`src/hdl/c2e_pkg.sv`:
```
package c2e_pkg;

  localparam logic [11:0] FirstYear   = 12'd1970;
  localparam logic [11:0] LastYear    = 12'd2099;
  localparam logic [16:0] SecsPerDay  = 17'd86400;
  localparam logic [11:0] SecsPerHour = 12'd3600;
  localparam logic [8:0]  DaysPerYear = 9'd365;
  localparam logic [3:0]  MonthFeb    = 4'd2;
  localparam logic [3:0]  MonthDec    = 4'd12;
  localparam logic [4:0]  LastHour    = 5'd23;
  localparam logic [5:0]  LastMinute  = 6'd59;
  localparam logic [5:0]  SecsPerMin  = 6'd60;

  // Decoded and checked fields, after the first stage.
  typedef struct packed {
    logic       ok;
    logic [7:0] year_off;
    logic [8:0] month_days;
    logic [4:0] day_off;
    logic [4:0] hour;
    logic [5:0] minute;
    logic [5:0] second;
  } dec_t;

  // Whole days since the epoch and seconds into the day.
  typedef struct packed {
    logic        ok;
    logic [15:0] days;
    logic [16:0] tod;
  } sum_t;

  // Day count scaled to seconds.
  typedef struct packed {
    logic        ok;
    logic [31:0] day_secs;
    logic [16:0] tod;
  } prod_t;

  // Days before the first of a month in a common year.
  function automatic logic [8:0] cum_days(input logic [3:0] month);
    logic [8:0] d;
    case (month)
      4'd1:    d = 9'd0;
      4'd2:    d = 9'd31;
      4'd3:    d = 9'd59;
      4'd4:    d = 9'd90;
      4'd5:    d = 9'd120;
      4'd6:    d = 9'd151;
      4'd7:    d = 9'd181;
      4'd8:    d = 9'd212;
      4'd9:    d = 9'd243;
      4'd10:   d = 9'd273;
      4'd11:   d = 9'd304;
      4'd12:   d = 9'd334;
      default: d = 9'd0;
    endcase
    return d;
  endfunction

  // Length of a month; zero for a month code that means nothing.
  function automatic logic [4:0] month_len(input logic [3:0] month, input logic leap);
    logic [4:0] l;
    case (month)
      4'd1, 4'd3, 4'd5, 4'd7, 4'd8, 4'd10, 4'd12: l = 5'd31;
      4'd4, 4'd6, 4'd9, 4'd11:                   l = 5'd30;
      4'd2:    l = leap ? 5'd29 : 5'd28;
      default: l = 5'd0;
    endcase
    return l;
  endfunction

endpackage

```
`src/hdl/c2e_decode.sv`:
```
module c2e_decode
  import c2e_pkg::*;
(
  input  logic        clk_i,
  input  logic        rst_ni,
  input  logic        valid_i,
  output logic        ready_o,
  input  logic [11:0] year_i,
  input  logic [3:0]  month_i,
  input  logic [4:0]  day_i,
  input  logic [4:0]  hour_i,
  input  logic [5:0]  minute_i,
  input  logic [5:0]  second_i,
  output logic        valid_o,
  input  logic        ready_i,
  output dec_t        data_o
);

  logic        valid_q;
  dec_t        data_d, data_q;
  logic        leap;
  logic [4:0]  mlen;
  logic [11:0] year_diff;
  logic        year_ok, month_ok, day_ok, time_ok;

  // Within 1970..2099 the only century year is 2000, which is a leap year,
  // so divisibility by four decides. Outside the range the item is invalid.
  assign leap      = (year_i[1:0] == 2'b00);
  assign mlen      = month_len(month_i, leap);
  assign year_diff = year_i - FirstYear;

  assign year_ok  = (year_i >= FirstYear) && (year_i <= LastYear);
  assign month_ok = (month_i != 4'd0) && (month_i <= MonthDec);
  assign day_ok   = (day_i != 5'd0) && (day_i <= mlen);
  assign time_ok  = (hour_i <= LastHour) && (minute_i <= LastMinute) &&
                    (second_i <= LastMinute);

  always_comb begin
    data_d            = '0;
    data_d.ok         = year_ok && month_ok && day_ok && time_ok;
    data_d.year_off   = year_diff[7:0];
    data_d.month_days = cum_days(month_i) + {8'd0, (leap && (month_i > MonthFeb))};
    data_d.day_off    = day_i - 5'd1;
    data_d.hour       = hour_i;
    data_d.minute     = minute_i;
    data_d.second     = second_i;
  end

  assign ready_o = !valid_q || ready_i;

  always_ff @(posedge clk_i or negedge rst_ni) begin
    if (!rst_ni) begin
      valid_q <= 1'b0;
    end else if (ready_o) begin
      valid_q <= valid_i;
    end
  end

  always_ff @(posedge clk_i) begin
    if (ready_o && valid_i) begin
      data_q <= data_d;
    end
  end

  assign valid_o = valid_q;
  assign data_o  = data_q;

endmodule

```
`src/hdl/c2e_days.sv`:
```
module c2e_days
  import c2e_pkg::*;
(
  input  logic clk_i,
  input  logic rst_ni,
  input  logic valid_i,
  output logic ready_o,
  input  dec_t data_i,
  output logic valid_o,
  input  logic ready_i,
  output sum_t data_o
);

  logic        valid_q;
  sum_t        data_d, data_q;
  logic [15:0] year_days;
  logic [7:0]  leap_cnt;
  logic [16:0] hour_secs;
  logic [11:0] min_secs;

  assign year_days = 16'({8'd0, data_i.year_off} * {7'd0, DaysPerYear});
  // Leap days between 1970 and the year before this one.
  assign leap_cnt  = 8'(({1'b0, data_i.year_off} + 9'd1) >> 2);
  assign hour_secs = 17'({12'd0, data_i.hour} * {5'd0, SecsPerHour});
  assign min_secs  = 12'({6'd0, data_i.minute} * {6'd0, SecsPerMin});

  always_comb begin
    data_d      = '0;
    data_d.ok   = data_i.ok;
    data_d.days = year_days + {8'd0, leap_cnt} + {7'd0, data_i.month_days} +
                  {11'd0, data_i.day_off};
    data_d.tod  = hour_secs + {5'd0, min_secs} + {11'd0, data_i.second};
  end

  assign ready_o = !valid_q || ready_i;

  always_ff @(posedge clk_i or negedge rst_ni) begin
    if (!rst_ni) begin
      valid_q <= 1'b0;
    end else if (ready_o) begin
      valid_q <= valid_i;
    end
  end

  always_ff @(posedge clk_i) begin
    if (ready_o && valid_i) begin
      data_q <= data_d;
    end
  end

  assign valid_o = valid_q;
  assign data_o  = data_q;

endmodule

```
`src/hdl/c2e_scale.sv`:
```
module c2e_scale
  import c2e_pkg::*;
(
  input  logic  clk_i,
  input  logic  rst_ni,
  input  logic  valid_i,
  output logic  ready_o,
  input  sum_t  data_i,
  output logic  valid_o,
  input  logic  ready_i,
  output prod_t data_o
);

  logic        valid_q;
  prod_t       data_d, data_q;
  logic [32:0] prod;

  // For a valid item the day count never exceeds 47481, so the product fits 32 bits.
  assign prod = {17'd0, data_i.days} * {16'd0, SecsPerDay};

  always_comb begin
    data_d          = '0;
    data_d.ok       = data_i.ok;
    data_d.day_secs = prod[31:0];
    data_d.tod      = data_i.tod;
  end

  assign ready_o = !valid_q || ready_i;

  always_ff @(posedge clk_i or negedge rst_ni) begin
    if (!rst_ni) begin
      valid_q <= 1'b0;
    end else if (ready_o) begin
      valid_q <= valid_i;
    end
  end

  always_ff @(posedge clk_i) begin
    if (ready_o && valid_i) begin
      data_q <= data_d;
    end
  end

  assign valid_o = valid_q;
  assign data_o  = data_q;

endmodule

```
`src/hdl/c2e_sum.sv`:
```
module c2e_sum
  import c2e_pkg::*;
(
  input  logic        clk_i,
  input  logic        rst_ni,
  input  logic        valid_i,
  output logic        ready_o,
  input  prod_t       data_i,
  output logic        valid_o,
  input  logic        ready_i,
  output logic        valid_res_o,
  output logic [31:0] epoch_count_o
);

  logic        valid_q;
  logic        res_ok_d, res_ok_q;
  logic [31:0] count_d, count_q;

  // An invalid item reports zero seconds.
  assign res_ok_d = data_i.ok;
  assign count_d  = data_i.ok ? (data_i.day_secs + {15'd0, data_i.tod}) : 32'd0;

  assign ready_o = !valid_q || ready_i;

  always_ff @(posedge clk_i or negedge rst_ni) begin
    if (!rst_ni) begin
      valid_q <= 1'b0;
    end else if (ready_o) begin
      valid_q <= valid_i;
    end
  end

  always_ff @(posedge clk_i) begin
    if (ready_o && valid_i) begin
      res_ok_q <= res_ok_d;
      count_q  <= count_d;
    end
  end

  assign valid_o       = valid_q;
  assign valid_res_o   = res_ok_q;
  assign epoch_count_o = count_q;

endmodule

```
`src/hdl/calendar_to_epoch_seconds_unit.sv`:
```
// Channel  Handshake                 Payload
// in       in_valid_i / in_ready_o   year_i, month_i, day_i, hour_i, minute_i, second_i
// out      out_valid_o / out_ready_i valid_res_o, epoch_count_o
//
// Four register stages: check and decode, day and time-of-day sums, scaling
// of days to seconds, final add. A transaction passes through them in that
// order; one transaction is taken every cycle unless every stage holds one
// and the output is stalled.
// Reset clears only the stage valid bits; the pipeline then starts empty.
// A stall at the output fills empty stages first; in_ready_o drops only when
// every stage holds a transaction.
module calendar_to_epoch_seconds_unit
  import c2e_pkg::*;
(
  input  logic        clk_i,
  input  logic        rst_ni,
  input  logic        in_valid_i,
  output logic        in_ready_o,
  input  logic [11:0] year_i,
  input  logic [3:0]  month_i,
  input  logic [4:0]  day_i,
  input  logic [4:0]  hour_i,
  input  logic [5:0]  minute_i,
  input  logic [5:0]  second_i,
  output logic        out_valid_o,
  input  logic        out_ready_i,
  output logic        valid_res_o,
  output logic [31:0] epoch_count_o
);

  logic  dec_valid, dec_ready;
  dec_t  dec_data;
  logic  sum_valid, sum_ready;
  sum_t  sum_data;
  logic  prod_valid, prod_ready;
  prod_t prod_data;

  c2e_decode u_decode (
    .clk_i    (clk_i),
    .rst_ni   (rst_ni),
    .valid_i  (in_valid_i),
    .ready_o  (in_ready_o),
    .year_i   (year_i),
    .month_i  (month_i),
    .day_i    (day_i),
    .hour_i   (hour_i),
    .minute_i (minute_i),
    .second_i (second_i),
    .valid_o  (dec_valid),
    .ready_i  (dec_ready),
    .data_o   (dec_data)
  );

  c2e_days u_days (
    .clk_i   (clk_i),
    .rst_ni  (rst_ni),
    .valid_i (dec_valid),
    .ready_o (dec_ready),
    .data_i  (dec_data),
    .valid_o (sum_valid),
    .ready_i (sum_ready),
    .data_o  (sum_data)
  );

  c2e_scale u_scale (
    .clk_i   (clk_i),
    .rst_ni  (rst_ni),
    .valid_i (sum_valid),
    .ready_o (sum_ready),
    .data_i  (sum_data),
    .valid_o (prod_valid),
    .ready_i (prod_ready),
    .data_o  (prod_data)
  );

  c2e_sum u_sum (
    .clk_i         (clk_i),
    .rst_ni        (rst_ni),
    .valid_i       (prod_valid),
    .ready_o       (prod_ready),
    .data_i        (prod_data),
    .valid_o       (out_valid_o),
    .ready_i       (out_ready_i),
    .valid_res_o   (valid_res_o),
    .epoch_count_o (epoch_count_o)
  );

`ifndef ASSERT_OFF
  a_invalid_zero: assert property (@(posedge clk_i) disable iff (!rst_ni)
    (out_valid_o && !valid_res_o) |-> (epoch_count_o == 32'd0))
    else $error("invalid result carries nonzero seconds");

  a_count_max: assert property (@(posedge clk_i) disable iff (!rst_ni)
    (out_valid_o && valid_res_o) |-> (epoch_count_o <= 32'd4102444799))
    else $error("seconds count beyond end of 2099");

  a_full_only_when_stalled: assert property (@(posedge clk_i) disable iff (!rst_ni)
    !in_ready_o |-> (out_valid_o && !out_ready_i))
    else $error("input blocked while the output is not stalled");

  a_drain: assert property (@(posedge clk_i) disable iff (!rst_ni)
    (!in_ready_o && out_ready_i) |=> in_ready_o)
    else $error("pipeline did not free a slot after output transaction");
`endif

endmodule

```
`config.mk`:
```
export PLATFORM = sky130hd
export DESIGN_NAME = calendar_to_epoch_seconds_unit
export DESIGN_NICKNAME = d
export VERILOG_FILES = /design/src/hdl/c2e_pkg.sv /design/src/hdl/c2e_decode.sv /design/src/hdl/c2e_days.sv /design/src/hdl/c2e_scale.sv /design/src/hdl/c2e_sum.sv /design/src/hdl/calendar_to_epoch_seconds_unit.sv
export SDC_FILE = /design/constraint.sdc
export NUM_CORES = 1
export LEC_CHECK = 0
export BUFFER_PORTS_ARGS = -buffer_cell sky130_fd_sc_hd__buf_2
export CAP_MARGIN = 20
export CORE_MARGIN = 2
export CORE_UTILIZATION = 43
export DETAILED_ROUTE_END_ITERATION = 8
export HOLD_SLACK_MARGIN = 0.1
export PLACE_DENSITY = 0.66
export SYNTH_ARGS = -nofsm -noshare
export SYNTH_HDL_FRONTEND = slang
export SYNTH_SLANG_ARGS = --single-unit
```
`constraint.sdc`:
```
create_clock -name clk_i -period 11.71 [get_ports clk_i]
set_input_delay 2.342 -clock clk_i [delete_from_list [all_inputs] [get_ports clk_i]]
set_output_delay 2.342 -clock clk_i [all_outputs]
set_load 0.02 [all_outputs]
```
==> out/metrics.cfg <==
[outcome]
status = finished, final reports clean

[yosys]
yosysSeqAreaShare_pct = 35.5
yosysUniqueCellTypes = 66
ys_ff_latch = 154
syn_nets = 1508
synth.area.top_cells = edfxtp_1, ha_1, fa_1
synth_warnings = 0
synth_top_cell_by_area = edfxtp_1
synth_ff_type = edfxtp_1
postSynthAreaPerCell_sq_um = 11.2
syn_inst = 1164
async_reset_ff_share_pct = 2.60
syn-cell-area_sq_um = 13000
synth-edff-count = 150
yosysTopAreaCellShare_pct = 34.7

[routing]
drcViolationCount = 0
avgRoutedWirePerCell_um = 13.5
first_pass_iters = 4
vias = 8168
ant_nets = 0
drt_wl_total_um = 22400
drtIter0Drc = 298
vias_per_cell = 4.94

[clock_network]
cts_tree = built
ctsResizeCount = 0
cts_made_buffers = 17
clockBufferDepth = 2
clockRootBuffer = clkbuf_16
clk_latency_ns = 0.43
cts.sinks = 154
post_cts_buffers = 0
clk_pin_slew_ns = 0.06
hold_buffers = 0
cts_max_level = 4

[place]
place.gp.congestion = 0.834
dp.cells = 1622
place_ws_ns = 6.28
io_buffer_count = 76
place_hpwl_um = 18100

[layout]
diodes = 0
multiInputGateArea_sq_um = 7640
nets = 1595
final_cells = 1654
areaGrowthSynthToFinish_pct = 10.8
fillers = 2691
seq_area_sq_um = 4600
drive_gt1_share_pct = 10.1

[critical_path]
cp_slowest_cell = nor2b_1
worstPathRequired_ns = 9.37
r2r_slack_ns = 6.58
crit_arrival_ns = 3.10
path_delay_family = simple AND/OR/NAND/NOR gates
cpMostUsedCell = buf_2
critical_path_class = in -> out
crit_chain = buf_2 -> nor2b_1 -> nand4_1 -> buf_2
cp_slowest_stage_delay_ns = 0.29
cp-start-kind = input pin
r2r_cells = 14
cp_num_buf_inv = 2
reg2reg_to = u_days.data_o[32]
timing.rr.start = u_decode.data_o[31]
critical_path.max_fanout = 5
endpoint_kind = output pin

[timing]
slew_headroom_pct = 33.2
finalMaxSlewViolations = 0
hold_viol_final = 0
fin_crit_ns = 5.44
fin_crit_sh_pct = 46.5
skew_ns = 0.0176
fmax_ghz = 0.184
rsz0062_at_grt = false
setup_viol = 0
setup_slack_ns = 6.27
worst_pin_slew_ns = 1.00
setup_tns_ns = 0

[floorplanning]
chipHeight_um = 178
dieArea_sq_um = 31600
io_pins = 77
coreArea_sq_um = 29700
chipWidth_um = 178
initial_core_util_pct = 43.7
rows = 63

[global_route]
grt_usage_pct = 15.3
grt_pass1_wl_um = 39100
antenna_found_initial = 0
grt_max_degree = 44
grt_overflow = 0
grt_pass1_vias = 8353

[worst_hold_path]
min_from = u_days.data_o[12]
whs_endpoint = u_scale.data_o[12]
min-delay-path-class = reg -> reg
holdPathStages = 0

[run]
cap_violations = 0

-- routing by layer --
layer | routed length (um) | track usage [%] | share of wire (%) | vias to the layer above
met1 | 10900 | 20.2 | 49 | 3812
met5 | 0 | 0 | 0 | -
met2 | 10700 | 26.2 | 48 | 114
li1 | - | - | - | 4228
met3 | 598 | 2.49 | 2.7 | 14
met4 | 227 | 3.93 | 1.0 | 0
-- registers in the layout, summed over array words and instances, names as in the netlist --
| signal | cells |
|---|---|
| u_days.data_o | 34 |
| u_days.valid_o | 1 |
| u_decode.data_o | 40 |
| u_decode.valid_o | 1 |
| u_scale.data_o | 43 |
| u_scale.valid_o | 1 |
| u_sum.epoch_count_o | 32 |
| u_sum.valid_o | 1 |
| u_sum.valid_res_o | 1 |
-- how the worst max path moves through the flow --
stage               depth (start not counted)        start         end  slack [ns]
floorplan                                   2  out_ready_i  in_ready_o        6.52
global placement                            4  out_ready_i  in_ready_o        6.29
detailed placement                          4  out_ready_i  in_ready_o        6.28
CTS                                         4  out_ready_i  in_ready_o        6.28
global route                                4  out_ready_i  in_ready_o        6.19
finish                                      4  out_ready_i  in_ready_o        6.27
-- cell usage after synthesis (10+ instances only) --
cell      count
a211oi_1     10
a21o_1       20
a21oi_1      56
and2_1       17
edfxtp_1    150
fa_1         83
ha_1        219
inv_1       184
nand2_1      50
nand2b_1     12
nand3_1      15
nor2_1       64
nor3_1       13
o211ai_1     11
o21a_1       13
o21ai_0      33
xnor2_1      60
xor2_1       31
-- layout make-up --
class / count / area share [%]
Clock buffer: 20 / 3.18
Sequential cell: 154 / 32.0
Tap cell: 390 / 3.39
Multi-Input combinational cell: 814 / 53.1
Clock inverter: 12 / 0.652
Inverter: 185 / 4.83
Timing Repair Buffer: 79 / 2.80
-- cell usage in the layout (no fill, tap or decap), types with 12 or more instances in the layout --
cell type and count:
nor3_1 13, nand2b_1 12, a21o_1 20, fa_1 83, o21a_1 13, clkbuf_16 17, xor2_1 31, and2_1 15
buf_2 76, edfxtp_1 150, nor2_1 64, nand3_1 15, nand2_1 50, inv_1 184, xnor2_1 60, o21ai_0 33
ha_1 219, a21oi_1 56
-- cells by family after synthesis --
logic type,count (synthesis),share of synthesized area [%]
and+or+nand+nor,230,8.97
AOI/OAI and AO/OA,186,9.34
xor gates and xnor gates,91,6.14
muxes,5,0.482
buffers and inverters,196,5.70
adders and majority gates,302,33.9
DFF,154,35.5
-- metrics by stage --
step	hold slack [ns]	utilization, %	area, sq um
after CTS	0.420	48.4	14400
after floorplan	0.400	-	13000
after global placement	0.401	46.5	13800
after global routing	0.430	48.4	14400
after detailed placement	0.405	46.5	13800
final	0.419	48.4	14400
Power is not shown: default switching activity piles up to over one toggle a cycle in this logic, so the estimate is an artifact.
